<file path="config.mk">
export PLATFORM = sky130hd
export DESIGN_NAME = averaging_channel_mixer_flat
export DESIGN_NICKNAME = d
export VERILOG_FILES = /design/src/design/acm_pkg.sv /design/src/design/acm_if.sv /design/src/design/acm_datapath.sv /design/src/design/acm_ctrl.sv /design/src/design/averaging_channel_mixer.sv /design/src/flat_wrapper.sv
export SDC_FILE = /design/constraint.sdc
export NUM_CORES = 1
export LEC_CHECK = 0
export ABC_AREA = 1
export BUFFER_PORTS_ARGS = -buffer_cell sky130_fd_sc_hd__buf_2
export CORE_ASPECT_RATIO = 0.8
export CORE_MARGIN = 5
export CORE_UTILIZATION = 59
export DETAILED_ROUTE_END_ITERATION = 8
export PLACE_DENSITY = 0.77
export SYNTH_ARGS = -nofsm -noshare
export SYNTH_HDL_FRONTEND = slang
export SYNTH_SLANG_ARGS = --single-unit
</file>
<file path="constraint.sdc">
create_clock -name clk -period 8.5 [get_ports clk]
set_input_delay 0.425 -clock clk [delete_from_list [all_inputs] [get_ports clk]]
set_output_delay 0.425 -clock clk [all_outputs]
set_load 0.1 [all_outputs]
</file>
<file path="src/design/acm_pkg.sv">
// Package for the averaging channel mixer.
// Holds slot constants, the controller state type and the command/status structs.
// No dependencies; compile first.
package acm_pkg;

    // Slot configuration
    localparam int NUM_SLOTS = 4;
    localparam int MAX_SLOTS = 4;

    // Field widths fixed by the item format
    localparam int LEN_W    = 32;
    localparam int SMP_W    = 8;
    localparam int SLOT_W   = 2;
    localparam int MASK_W   = MAX_SLOTS;

    // Internal widths derived from the slot count
    localparam int CNT_W    = $clog2(NUM_SLOTS + 1);
    localparam int SUM_W    = SMP_W + $clog2(NUM_SLOTS);

    // Divide-by-three reciprocal: floor(x * 683 / 2048) == floor(x / 3) for x <= 1023
    localparam int RECIP3_W     = 10;
    localparam int RECIP3_SHIFT = 11;
    localparam logic [RECIP3_W-1:0] RECIP3 = 10'd683;

    // Codes
    localparam logic       REQ_PLAY       = 1'b0;
    localparam logic       REQ_TICK       = 1'b1;
    localparam logic [7:0] DIRECT_OUT_CMD = 8'h10;

    // Controller states
    typedef enum logic [2:0] {
        S_IDLE,
        S_DIVIDE,
        S_PLAY_RSP,
        S_CMD_RSP,
        S_SMP_RSP
    } acm_state_t;

    // Which result the output payload carries
    typedef enum logic [1:0] {
        OSEL_PLAY,
        OSEL_CMD,
        OSEL_SAMPLE
    } acm_osel_t;

    typedef struct packed {
        logic      load;     // take the input item and update slot state
        logic      divide;   // register the averaged sample
        acm_osel_t out_sel;  // result shown on the output
    } acm_cmd_t;

    typedef struct packed {
        logic req_is_play;   // request type of the item at the input
        logic any_active;    // last accepted item saw at least one active slot
    } acm_status_t;

endpackage

</file>
<file path="src/design/acm_if.sv">
// Handshake interfaces for the mixer's request and result channels.
// Valid/ready with payload; no dependencies.
interface acm_req_if;
    logic        valid;
    logic        ready;
    logic        req_type;
    logic [31:0] play_length;
    logic [7:0]  sample_0;
    logic [7:0]  sample_1;
    logic [7:0]  sample_2;
    logic [7:0]  sample_3;

    modport source (
        output valid, req_type, play_length, sample_0, sample_1, sample_2, sample_3,
        input  ready
    );
    modport sink (
        input  valid, req_type, play_length, sample_0, sample_1, sample_2, sample_3,
        output ready
    );
endinterface

interface acm_rsp_if;
    logic       valid;
    logic       ready;
    logic [7:0] dsp_byte;
    logic       last;
    logic       play_accepted;
    logic [1:0] play_slot;
    logic [3:0] consumed_mask;

    modport source (
        output valid, dsp_byte, last, play_accepted, play_slot, consumed_mask,
        input  ready
    );
    modport sink (
        input  valid, dsp_byte, last, play_accepted, play_slot, consumed_mask,
        output ready
    );
endinterface

</file>
<file path="src/design/acm_datapath.sv">
// Datapath of the mixer: slot length/position registers, tick sum and average.
// Depends on acm_pkg; driven by acm_ctrl through acm_cmd_t.
module acm_datapath
    import acm_pkg::*;
(
    input  logic              clk,
    input  logic              rst_n,
    input  acm_cmd_t          cmd,
    output acm_status_t       status,
    input  logic              req_type,
    input  logic [LEN_W-1:0]  play_length,
    input  logic [SMP_W-1:0]  sample_0,
    input  logic [SMP_W-1:0]  sample_1,
    input  logic [SMP_W-1:0]  sample_2,
    input  logic [SMP_W-1:0]  sample_3,
    output logic [7:0]        dsp_byte,
    output logic              last,
    output logic              play_accepted,
    output logic [SLOT_W-1:0] play_slot,
    output logic [MASK_W-1:0] consumed_mask
);

    logic [LEN_W-1:0]  len_reg [NUM_SLOTS];
    logic [LEN_W-1:0]  pos_reg [NUM_SLOTS];
    logic [SMP_W-1:0]  samples [MAX_SLOTS];

    logic              free_found;
    logic [SLOT_W-1:0] free_idx;
    logic [NUM_SLOTS-1:0] act;
    logic [SUM_W-1:0]  sum_next;
    logic [CNT_W-1:0]  cnt_next;

    logic [SUM_W-1:0]  sum_reg;
    logic [CNT_W-1:0]  cnt_reg;
    logic [MASK_W-1:0] mask_reg;
    logic              acc_reg;
    logic [SLOT_W-1:0] slot_reg;
    logic [SMP_W-1:0]  avg_reg;

    logic [SUM_W+RECIP3_W-1:0] prod3;
    logic [SMP_W-1:0]          avg_next;

    assign samples[0] = sample_0;
    assign samples[1] = sample_1;
    assign samples[2] = sample_2;
    assign samples[3] = sample_3;

    // Find the lowest free slot
    always_comb
    begin
        free_found = 1'b0;
        free_idx   = '0;
        for (int i = 0; i < NUM_SLOTS; i++)
        begin
            if (!free_found && (len_reg[i] == '0))
            begin
                free_found = 1'b1;
                free_idx   = SLOT_W'(i);
            end
        end
    end

    // Active slots, sample sum and active count for a tick
    always_comb
    begin
        sum_next = '0;
        cnt_next = '0;
        for (int i = 0; i < NUM_SLOTS; i++)
        begin
            act[i] = pos_reg[i] < len_reg[i];
            if (act[i])
            begin
                sum_next = sum_next + SUM_W'(samples[i]);
                cnt_next = cnt_next + CNT_W'(1);
            end
        end
    end

    // Update slot state on an accepted item
    always_ff @(posedge clk or negedge rst_n)
    begin
        if (!rst_n)
        begin
            for (int i = 0; i < NUM_SLOTS; i++)
            begin
                len_reg[i] <= '0;
                pos_reg[i] <= '0;
            end
        end
        else if (cmd.load)
        begin
            if (req_type == REQ_PLAY)
            begin
                if (free_found)
                begin
                    len_reg[free_idx] <= play_length;
                    pos_reg[free_idx] <= '0;
                end
            end
            else
            begin
                for (int i = 0; i < NUM_SLOTS; i++)
                begin
                    if (act[i])
                        pos_reg[i] <= pos_reg[i] + LEN_W'(1);
                    else
                        len_reg[i] <= '0;
                end
            end
        end
    end

    // Capture the item's result fields
    always_ff @(posedge clk)
    begin
        if (cmd.load)
        begin
            sum_reg  <= sum_next;
            cnt_reg  <= cnt_next;
            mask_reg <= MASK_W'(act);
            acc_reg  <= free_found;
            slot_reg <= free_found ? free_idx : '0;
        end
    end

    // Average: shifts for one, two and four slots, reciprocal for three
    assign prod3 = SUM_W'(sum_reg) * RECIP3;

    always_comb
    begin
        unique case (cnt_reg)
            CNT_W'(1): avg_next = SMP_W'(sum_reg);
            CNT_W'(2): avg_next = SMP_W'(sum_reg >> 1);
            CNT_W'(3): avg_next = SMP_W'(prod3 >> RECIP3_SHIFT);
            CNT_W'(4): avg_next = SMP_W'(sum_reg >> 2);
            default:   avg_next = '0;
        endcase
    end

    always_ff @(posedge clk)
    begin
        if (cmd.divide)
            avg_reg <= avg_next;
    end

    assign status.req_is_play = (req_type == REQ_PLAY);
    assign status.any_active  = (cnt_reg != '0);

    // Drive the result payload
    always_comb
    begin
        unique case (cmd.out_sel)
            OSEL_PLAY:
            begin
                dsp_byte      = '0;
                last          = 1'b1;
                play_accepted = acc_reg;
                play_slot     = slot_reg;
                consumed_mask = '0;
            end
            OSEL_CMD:
            begin
                dsp_byte      = DIRECT_OUT_CMD;
                last          = 1'b0;
                play_accepted = 1'b0;
                play_slot     = '0;
                consumed_mask = mask_reg;
            end
            OSEL_SAMPLE:
            begin
                dsp_byte      = avg_reg;
                last          = 1'b1;
                play_accepted = 1'b0;
                play_slot     = '0;
                consumed_mask = mask_reg;
            end
            default:
            begin
                dsp_byte      = '0;
                last          = 1'b0;
                play_accepted = 1'b0;
                play_slot     = '0;
                consumed_mask = '0;
            end
        endcase
    end

endmodule

</file>
<file path="src/design/acm_ctrl.sv">
// Controller of the mixer: sequences load, average and result delivery.
// Depends on acm_pkg; commands acm_datapath.
module acm_ctrl
    import acm_pkg::*;
(
    input  logic        clk,
    input  logic        rst_n,
    input  logic        in_valid,
    output logic        in_ready,
    output logic        out_valid,
    input  logic        out_ready,
    input  acm_status_t status,
    output acm_cmd_t    cmd
);

    acm_state_t state_reg;
    acm_state_t state_next;

    // Hold state
    always_ff @(posedge clk or negedge rst_n)
    begin
        if (!rst_n)
            state_reg <= S_IDLE;
        else
            state_reg <= state_next;
    end

    // Next state
    always_comb
    begin
        state_next = state_reg;
        unique case (state_reg)
            S_IDLE:
            begin
                if (in_valid)
                    state_next = status.req_is_play ? S_PLAY_RSP : S_DIVIDE;
            end
            S_DIVIDE:
            begin
                state_next = status.any_active ? S_CMD_RSP : S_IDLE;
            end
            S_PLAY_RSP:
            begin
                if (out_ready)
                    state_next = S_IDLE;
            end
            S_CMD_RSP:
            begin
                if (out_ready)
                    state_next = S_SMP_RSP;
            end
            S_SMP_RSP:
            begin
                if (out_ready)
                    state_next = S_IDLE;
            end
            default:
            begin
                state_next = S_IDLE;
            end
        endcase
    end

    // Outputs
    always_comb
    begin
        in_ready    = 1'b0;
        out_valid   = 1'b0;
        cmd.load    = 1'b0;
        cmd.divide  = 1'b0;
        cmd.out_sel = OSEL_PLAY;
        unique case (state_reg)
            S_IDLE:
            begin
                in_ready = 1'b1;
                cmd.load = in_valid;
            end
            S_DIVIDE:
            begin
                cmd.divide = 1'b1;
            end
            S_PLAY_RSP:
            begin
                out_valid   = 1'b1;
                cmd.out_sel = OSEL_PLAY;
            end
            S_CMD_RSP:
            begin
                out_valid   = 1'b1;
                cmd.out_sel = OSEL_CMD;
            end
            S_SMP_RSP:
            begin
                out_valid   = 1'b1;
                cmd.out_sel = OSEL_SAMPLE;
            end
            default:
            begin
                in_ready = 1'b0;
            end
        endcase
    end

endmodule

</file>
<file path="src/design/averaging_channel_mixer.sv">
// Top level of the averaging channel mixer.
// Depends on acm_pkg, acm_if, acm_ctrl and acm_datapath.
//
//  Channel | Direction | Payload
//  --------+-----------+------------------------------------------------------
//  req     | in        | req_type, play_length, sample_0..sample_3
//  rsp     | out       | dsp_byte, last, play_accepted, play_slot, consumed_mask
//
// One item at a time. A play request is accepted in the idle state and then
// shows its result; a tick is accepted, passes the averaging state, then gives two
// results (none if no slot is active).
// Reset frees every slot at once. A stalled result holds the controller in
// its result state; no new item is taken until all results are delivered.
module averaging_channel_mixer
    import acm_pkg::*;
(
    input  logic clk,
    input  logic rst_n,
    acm_req_if.sink   req,
    acm_rsp_if.source rsp
);

    acm_cmd_t    cmd;
    acm_status_t status;

    acm_ctrl u_ctrl (
        .clk       (clk),
        .rst_n     (rst_n),
        .in_valid  (req.valid),
        .in_ready  (req.ready),
        .out_valid (rsp.valid),
        .out_ready (rsp.ready),
        .status    (status),
        .cmd       (cmd)
    );

    acm_datapath u_datapath (
        .clk           (clk),
        .rst_n         (rst_n),
        .cmd           (cmd),
        .status        (status),
        .req_type      (req.req_type),
        .play_length   (req.play_length),
        .sample_0      (req.sample_0),
        .sample_1      (req.sample_1),
        .sample_2      (req.sample_2),
        .sample_3      (req.sample_3),
        .dsp_byte      (rsp.dsp_byte),
        .last          (rsp.last),
        .play_accepted (rsp.play_accepted),
        .play_slot     (rsp.play_slot),
        .consumed_mask (rsp.consumed_mask)
    );

endmodule

</file>
<file path="src/flat_wrapper.sv">
// flat-port wrapper written by rule: the top's interface ports become plain ports
module averaging_channel_mixer_flat import acm_pkg::*;
  (clk, rst_n, req_valid, req_req_type, req_play_length, req_sample_0, req_sample_1, req_sample_2, req_sample_3, req_ready, rsp_valid, rsp_dsp_byte, rsp_last, rsp_play_accepted, rsp_play_slot, rsp_consumed_mask, rsp_ready);
  acm_req_if req_i ();
  acm_rsp_if rsp_i ();
  input  logic clk;
  input  logic rst_n;
  input wire logic [$bits(req_i.valid)-1:0] req_valid;
  input wire logic [$bits(req_i.req_type)-1:0] req_req_type;
  input wire logic [$bits(req_i.play_length)-1:0] req_play_length;
  input wire logic [$bits(req_i.sample_0)-1:0] req_sample_0;
  input wire logic [$bits(req_i.sample_1)-1:0] req_sample_1;
  input wire logic [$bits(req_i.sample_2)-1:0] req_sample_2;
  input wire logic [$bits(req_i.sample_3)-1:0] req_sample_3;
  output wire logic [$bits(req_i.ready)-1:0] req_ready;
  output wire logic [$bits(rsp_i.valid)-1:0] rsp_valid;
  output wire logic [$bits(rsp_i.dsp_byte)-1:0] rsp_dsp_byte;
  output wire logic [$bits(rsp_i.last)-1:0] rsp_last;
  output wire logic [$bits(rsp_i.play_accepted)-1:0] rsp_play_accepted;
  output wire logic [$bits(rsp_i.play_slot)-1:0] rsp_play_slot;
  output wire logic [$bits(rsp_i.consumed_mask)-1:0] rsp_consumed_mask;
  input wire logic [$bits(rsp_i.ready)-1:0] rsp_ready;
  assign req_i.valid = req_valid;
  assign req_i.req_type = req_req_type;
  assign req_i.play_length = req_play_length;
  assign req_i.sample_0 = req_sample_0;
  assign req_i.sample_1 = req_sample_1;
  assign req_i.sample_2 = req_sample_2;
  assign req_i.sample_3 = req_sample_3;
  assign req_ready = req_i.ready;
  assign rsp_valid = rsp_i.valid;
  assign rsp_dsp_byte = rsp_i.dsp_byte;
  assign rsp_last = rsp_i.last;
  assign rsp_play_accepted = rsp_i.play_accepted;
  assign rsp_play_slot = rsp_i.play_slot;
  assign rsp_consumed_mask = rsp_i.consumed_mask;
  assign rsp_i.ready = rsp_ready;
  averaging_channel_mixer u_core (.clk(clk), .rst_n(rst_n), .req(req_i), .rsp(rsp_i));
endmodule
</file>
# ---- Word-level counts from Yosys, hierarchy flattened
# Index checks and enable logic that the tools add are counted.
# W data, S select, Z words.
dict set report op_classes {
  order_cmp 6
  n_reduce_logical 28
  n_eq_ne 21
  bitwise 3
  n_mul 1
  mux 47
  n_addsub 10
}
# operator count
set op_table {}
lappend op_table {{$mux W128} 4}
lappend op_table {{$mux W32} 9}
lappend op_table {{$add A32 B1 Y32 const B} 4}
lappend op_table {{$and A128 B128 Y128} 1}
lappend op_table {{$bwmux W128} 1}
lappend op_table {{$logic_not A32 Y1} 4}
lappend op_table {{$lt A32 B32 Y1} 4}
lappend op_table {{$not A128 Y128} 1}
lappend op_table {{$demux W32 S2} 1}
lappend op_table {{$pmux W8 S4} 1}
lappend op_table {{$add A10 B8 Y10} 3}
lappend op_table {{$mux W10} 3}
lappend op_table {{$reduce_and A3 Y1} 9}
lappend op_table {{$mul A10 B10 Y19 const B} 1}
lappend op_table {{$mux W3} 6}
lappend op_table {{$pmux W8 S2} 1}
lappend op_table {{$eq A3 B2 Y1 const B} 4}
lappend op_table {{$mux W1} 12}
lappend op_table {{$ne A2 B2 Y1 const B} 6}
lappend op_table {{$pmux W3 S4} 1}
lappend op_table {{$mux W2} 5}
lappend op_table {{$ne A2 B1 Y1 const B} 5}
lappend op_table {{$add A3 B1 Y3 const B} 3}
lappend op_table {{$mux W8} 1}
lappend op_table {{other kinds (17)} 26}
dict set report totals {
  register_bits 287
  wordCells 131
  output_inout_bits 18
}

# ---- Logic depth before layout (Yosys ltp)
dict set report depth {
  word_depth 20
  mapped_depth 40
}

# ---- Hierarchy
# A second synthesis with hierarchy kept.
dict set report unflattened {
  cells_unflattened 3388
  hier_area_um2 23537.6
}
# module area_each_um2 instances cells_each seq_area_each_um2
set by_module_without_submodules {}
lappend by_module_without_submodules {acm_datapath 23284.8 1 3348 7247.0}
lappend by_module_without_submodules {acm_ctrl 252.7 1 40 75.1}

# ---- Least setup slack after synthesis
# OpenSTA, ideal clock, no wires.
dict set report synth_timing {
  kind {register -> register}
  startpoint {register u_core.u_datapath.pos_reg[117] in the netlist's numbering}
  endpoint {register u_core.u_datapath.sum_reg[8] (data pin)}
  synth_period_minus_slack_ps 4744
  path_slack_ps 3756
  path_stages_with_launch 34
  t_arrival_ps 4494
  t_required_ps 8251
  cell_sequence {dfrtp_1 ha_1 a21oi_1 o21a_1 a21oi_1 nor2_2 nand3_1 inv_1 ha_1 inv_1 fa_1 xor2_1 nand3_1 and2_1 ha_1 a21oi_1 nand2_1 a21oi_1 o21ai_0 xor2_1 nand2_1 nand2_1 ha_1 inv_1 o21bai_1 nand2_1 nand2_1 nand2_1 nand2_1 nand3_1 inv_1 nand2_1 nand2_1 inv_1}
}
dict set report synth_between {
  elab_chain_cells 8
}
# item line
set synth_rtl {}
lappend synth_rtl {{start, declared} acm_datapath.sv:24} ;# logic [LEN_W-1:0] pos_reg [NUM_SLOTS];
lappend synth_rtl {{start signal, assigned by index} acm_datapath.sv:105} ;# pos_reg[i] <= pos_reg[i] + LEN_W'(1);
lappend synth_rtl {{$lt A32 B32 Y1 *} acm_datapath.sv:70} ;# act[i] = pos_reg[i] < len_reg[i];
lappend synth_rtl {{$mux W8 *} acm_datapath.sv:71} ;# if (act[i])
lappend synth_rtl {{$add A10 B8 Y10} acm_datapath.sv:73} ;# sum_next = sum_next + SUM_W'(samples[i]);
lappend synth_rtl {{$mux W10 *} acm_datapath.sv:71}
lappend synth_rtl {{$add A10 B8 Y10} acm_datapath.sv:73}
lappend synth_rtl {{$mux W10 *} acm_datapath.sv:71}
lappend synth_rtl {{$add A10 B8 Y10} acm_datapath.sv:73}
lappend synth_rtl {{$mux W10 *} acm_datapath.sv:71}
lappend synth_rtl {{net u_core.u_datapath.sum_next[8]} acm_datapath.sv:30} ;# logic [SUM_W-1:0] sum_next;
lappend synth_rtl {{end signal, assigned} acm_datapath.sv:118} ;# sum_reg <= sum_next;
lappend synth_rtl {{end, declared} acm_datapath.sv:33} ;# logic [SUM_W-1:0] sum_reg;
# Mark *: on every way through the listed nets, which the timed path passes. The rest lies on a longest branch.
# A chain may end at the register's enable or synchronous reset.

# ---- Worst setup path after layout
dict set report layout_timing {
  startpoint {register u_core.u_datapath.pos_reg[115] in the netlist's numbering}
  endpoint {register u_core.u_datapath.sum_reg[8] (data pin)}
}
# The elaborated chain is that of the path after synthesis.

==> metrics <==
status=completed; Worst Path Buf+Inv=5; routability cong.=0.948; Synth Register Bits=287; GRT Util Overall=28.9%; Worst Path Arrival=5.91 ns; CTS Buf Count=31; Post-Synth XOR/XNOR Area=4.75%; met2 usage=44.9%; Worst setup SP type=register; Worst Path Required=8.85 ns; mapped cell area=22500 sq um; max_slew headroom=21.4%; Crit-path slowest cell=dfrtp_1; final-layout fill cell count=3398; Post-CTS Setup Bufs=0; num ports=87; placed cell count=3686; Final Util=64.0%; CTS tree=done; dominant cell type by area after synthesis=dfrtp_1; via count=21000; Tcrit/Tclk final=65.5%; Synth Area in Simple Gates=32.1%; Final Non-Filler Cells=3743; Finish-stage setup viols=0; Hold-fix buffers, CTS=1; DRC Markers=0; share of the synthesized area in the top cell type=28.8%; Max Cap Viol=0; clk root buf=clkbuf_16; max-slew violations=0; Crit Path Max Fanout=9; HPWL after DPL=45700 um; WL final=61500 um; WS Path Type=register to register; Hold Path Sink=u_core.u_ctrl.state_reg[2]$_DFFE_PN0P_; flop2flop setup slack=2.94 ns; Max clock buf depth=3; RSZ-0062 raised after global routing=no; hold path cells=2; Die Ht=185 um; syn nets=3499; Peak Freq=180 MHz; reg2reg start=u_core.u_datapath.pos_reg[115]$_DFFE_PN0P_; P&R area growth vs syn=7.89%; vias in the first global route=19600; most common cell after layout, fill and taps aside=nand2_1; Worst-Skew Late Latency=0.60 ns; number of synthesized flops with an enable pin=28; Post-Synth Adder-Cell Area=14.0%; Setup crit end kind=register; H-tree depth=1; initial drt markers=1790; worst reg2reg path depth=34; I/O Buffers=86; Synth Area in Compound Gates=7.39%; die area=42200 sq um; Die X=228 um; Seq/Total Area, Yosys=32.5%; Worst-Margin Slew=1.18 ns; antenna violation net count after detailed routing=0; Syn Area/Cell=7.05 sq um; Pre-Repair DR Iteration Count=5; ant diodes=0; Post-Synthesis Cells=3193; Worst path most repeated cell=nand2_1; Hold WC Path Type=input pin to register; share of post-route cells with drive strength above 1=6.47%; Hold Startpoint=rsp_ready; ys async rst share=90.2%; largest net degree at the start of global routing=137; post-CTS sizing=0; first-pass GRT wire length=101000 um; Global Route met1 Usage=42.9%; main combinational cell family by area after synthesis=simple AND/OR/NAND/NOR gates; Yosys cell types=50; core footprint=38000 sq um; Synth area leaders=dfrtp_1 (29%), nand2_1 (18%), ha_1 (12%); routed len/inst=16.4 um; critical path's top delay family=simple AND/OR/NAND/NOR gates; final hold violation count=0; clock-pin slew on the worst setup and hold paths=0.06 ns; worst stage delay on the critical path=0.43 ns; Row Count=64; synth warn=0; TritonCTS Sinks=287; most frequent cells in the layout=nand2_1 (1082), inv_1 (403), dfrtp_1 (259), nand3_1 (258), ha_1 (213); Starting Density=59.3%; initial antenna violation count=1; mux cell area share after synthesis=0.0500%; Final min period=5.56 ns; setup_tns=0 ns; Setup Skew=0.0246 ns; M3 GR Usage=3.97%; ys flop type=dfrtp_1; busiest grt layer=met2; remaining global-route overflow=0; number of vias per cell=5.60; Final nets=3531; reg2reg end=u_core.u_datapath.sum_reg[8]$_DFFE_PP_
-- kinds of logic (layout without fill, tap and decap cells) --
kind of cell    count (synthesis)  in the layout
flops                         287            287
simple gates                 1712           1712
mux                             1              1
xor+xnor                      122            122
compound gates                309            309
fa+ha+maj                     237            237
buf+inv                       525            580
-- synthesized netlist by cell type, types with 2 or more instances --
cell         n
nand2_1   1082
inv_1      403
dfrtp_1    259
nand3_1    258
ha_1       213
nor2_1     170
a21oi_1    105
o21ai_1     91
nor3_1      71
o21ai_0     71
xor2_1      70
nand4_1     64
xnor2_1     52
buf_2       51
clkbuf_1    32
edfxtp_1    28
fa_1        24
inv_2       21
nor4_1      17
nand2_2     10
nor2_2       8
or2_2        8
and2_1       7
o21a_1       7
buf_1        6
o22ai_1      6
o31ai_1      5
a221oi_1     4
a31oi_1      4
buf_6        4
nor2_4       4
o211ai_1     4
a21o_1       3
and3_1       3
buf_4        3
clkinv_1     3
nand3b_1     3
o21bai_1     3
a211oi_1     2
nand3_2      2
nor3_2       2
nor3b_1      2
-- worst reg2reg max path, delay by kind of cell (launching register included) --
kind | cells | cell delay, ns
AOI/OAI and AO/OA | 7 | 0.98
xor gates and xnor gates | 2 | 0.37
adders and majority gates | 5 | 1.56
DFF | 1 | 0.43
buffers and inverters | 5 | 0.34
and+or+nand+nor | 15 | 1.65
-- per-stage QoR --
| step | worst slack [ns] | area (sq um) | hold WS (ns) |
|---|---|---|---|
| finish | 2.94 | 24300 | 0.0630 |
| global route | 2.53 | 24300 | 0.0640 |
| CTS | 3.03 | 24300 | 0.0383 |
| detailed placement | 3.07 | 23200 | 0.466 |
| global placement | 3.21 | 23200 | 0.465 |
| floorplan | 3.76 | 22500 | 0.129 |
-- area by class of cell --
class / count / area (sq um) / area share, %
clock buffer: 42 / 887 / 3.65
clock inverter: 14 / 205 / 0.845
inverter: 428 / 1610 / 6.64
multi-input combinational: 2381 / 13100 / 54.0
sequential: 287 / 7320 / 30.2
tap: 495 / 619 / 2.55
timing repair buffer: 96 / 531 / 2.18
-- per-layer routing --
layer / part of all wire, % / up-vias
met5: 0.011 / -
li1: - / 10300
met3: 7.8 / 135
met2: 43 / 769
met4: 3.3 / 2
met1: 46 / 9742
-- worst max-delay path by stage --
stage	startpoint	end	slack [ns]	cells after the start
after floorplan	u_core.u_datapath.pos_reg[117]$_DFFE_PN0P_	u_core.u_datapath.sum_reg[8]$_DFFE_PP_	3.76	33
after global routing	u_core.u_datapath.pos_reg[113]$_DFFE_PN0P_	u_core.u_datapath.sum_reg[9]$_DFFE_PP_	2.53	30
after detailed placement	u_core.u_datapath.pos_reg[113]$_DFFE_PN0P_	u_core.u_datapath.sum_reg[8]$_DFFE_PP_	3.07	34
after CTS	u_core.u_datapath.pos_reg[113]$_DFFE_PN0P_	u_core.u_datapath.sum_reg[8]$_DFFE_PP_	3.03	34
final	u_core.u_datapath.pos_reg[115]$_DFFE_PN0P_	u_core.u_datapath.sum_reg[8]$_DFFE_PP_	2.94	34
after global placement	u_core.u_datapath.pos_reg[117]$_DFFE_PN0P_	u_core.u_datapath.sum_reg[8]$_DFFE_PP_	3.21	33
Power is not shown: default switching activity piles up to over one toggle a cycle in this logic, so the estimate is an artifact.
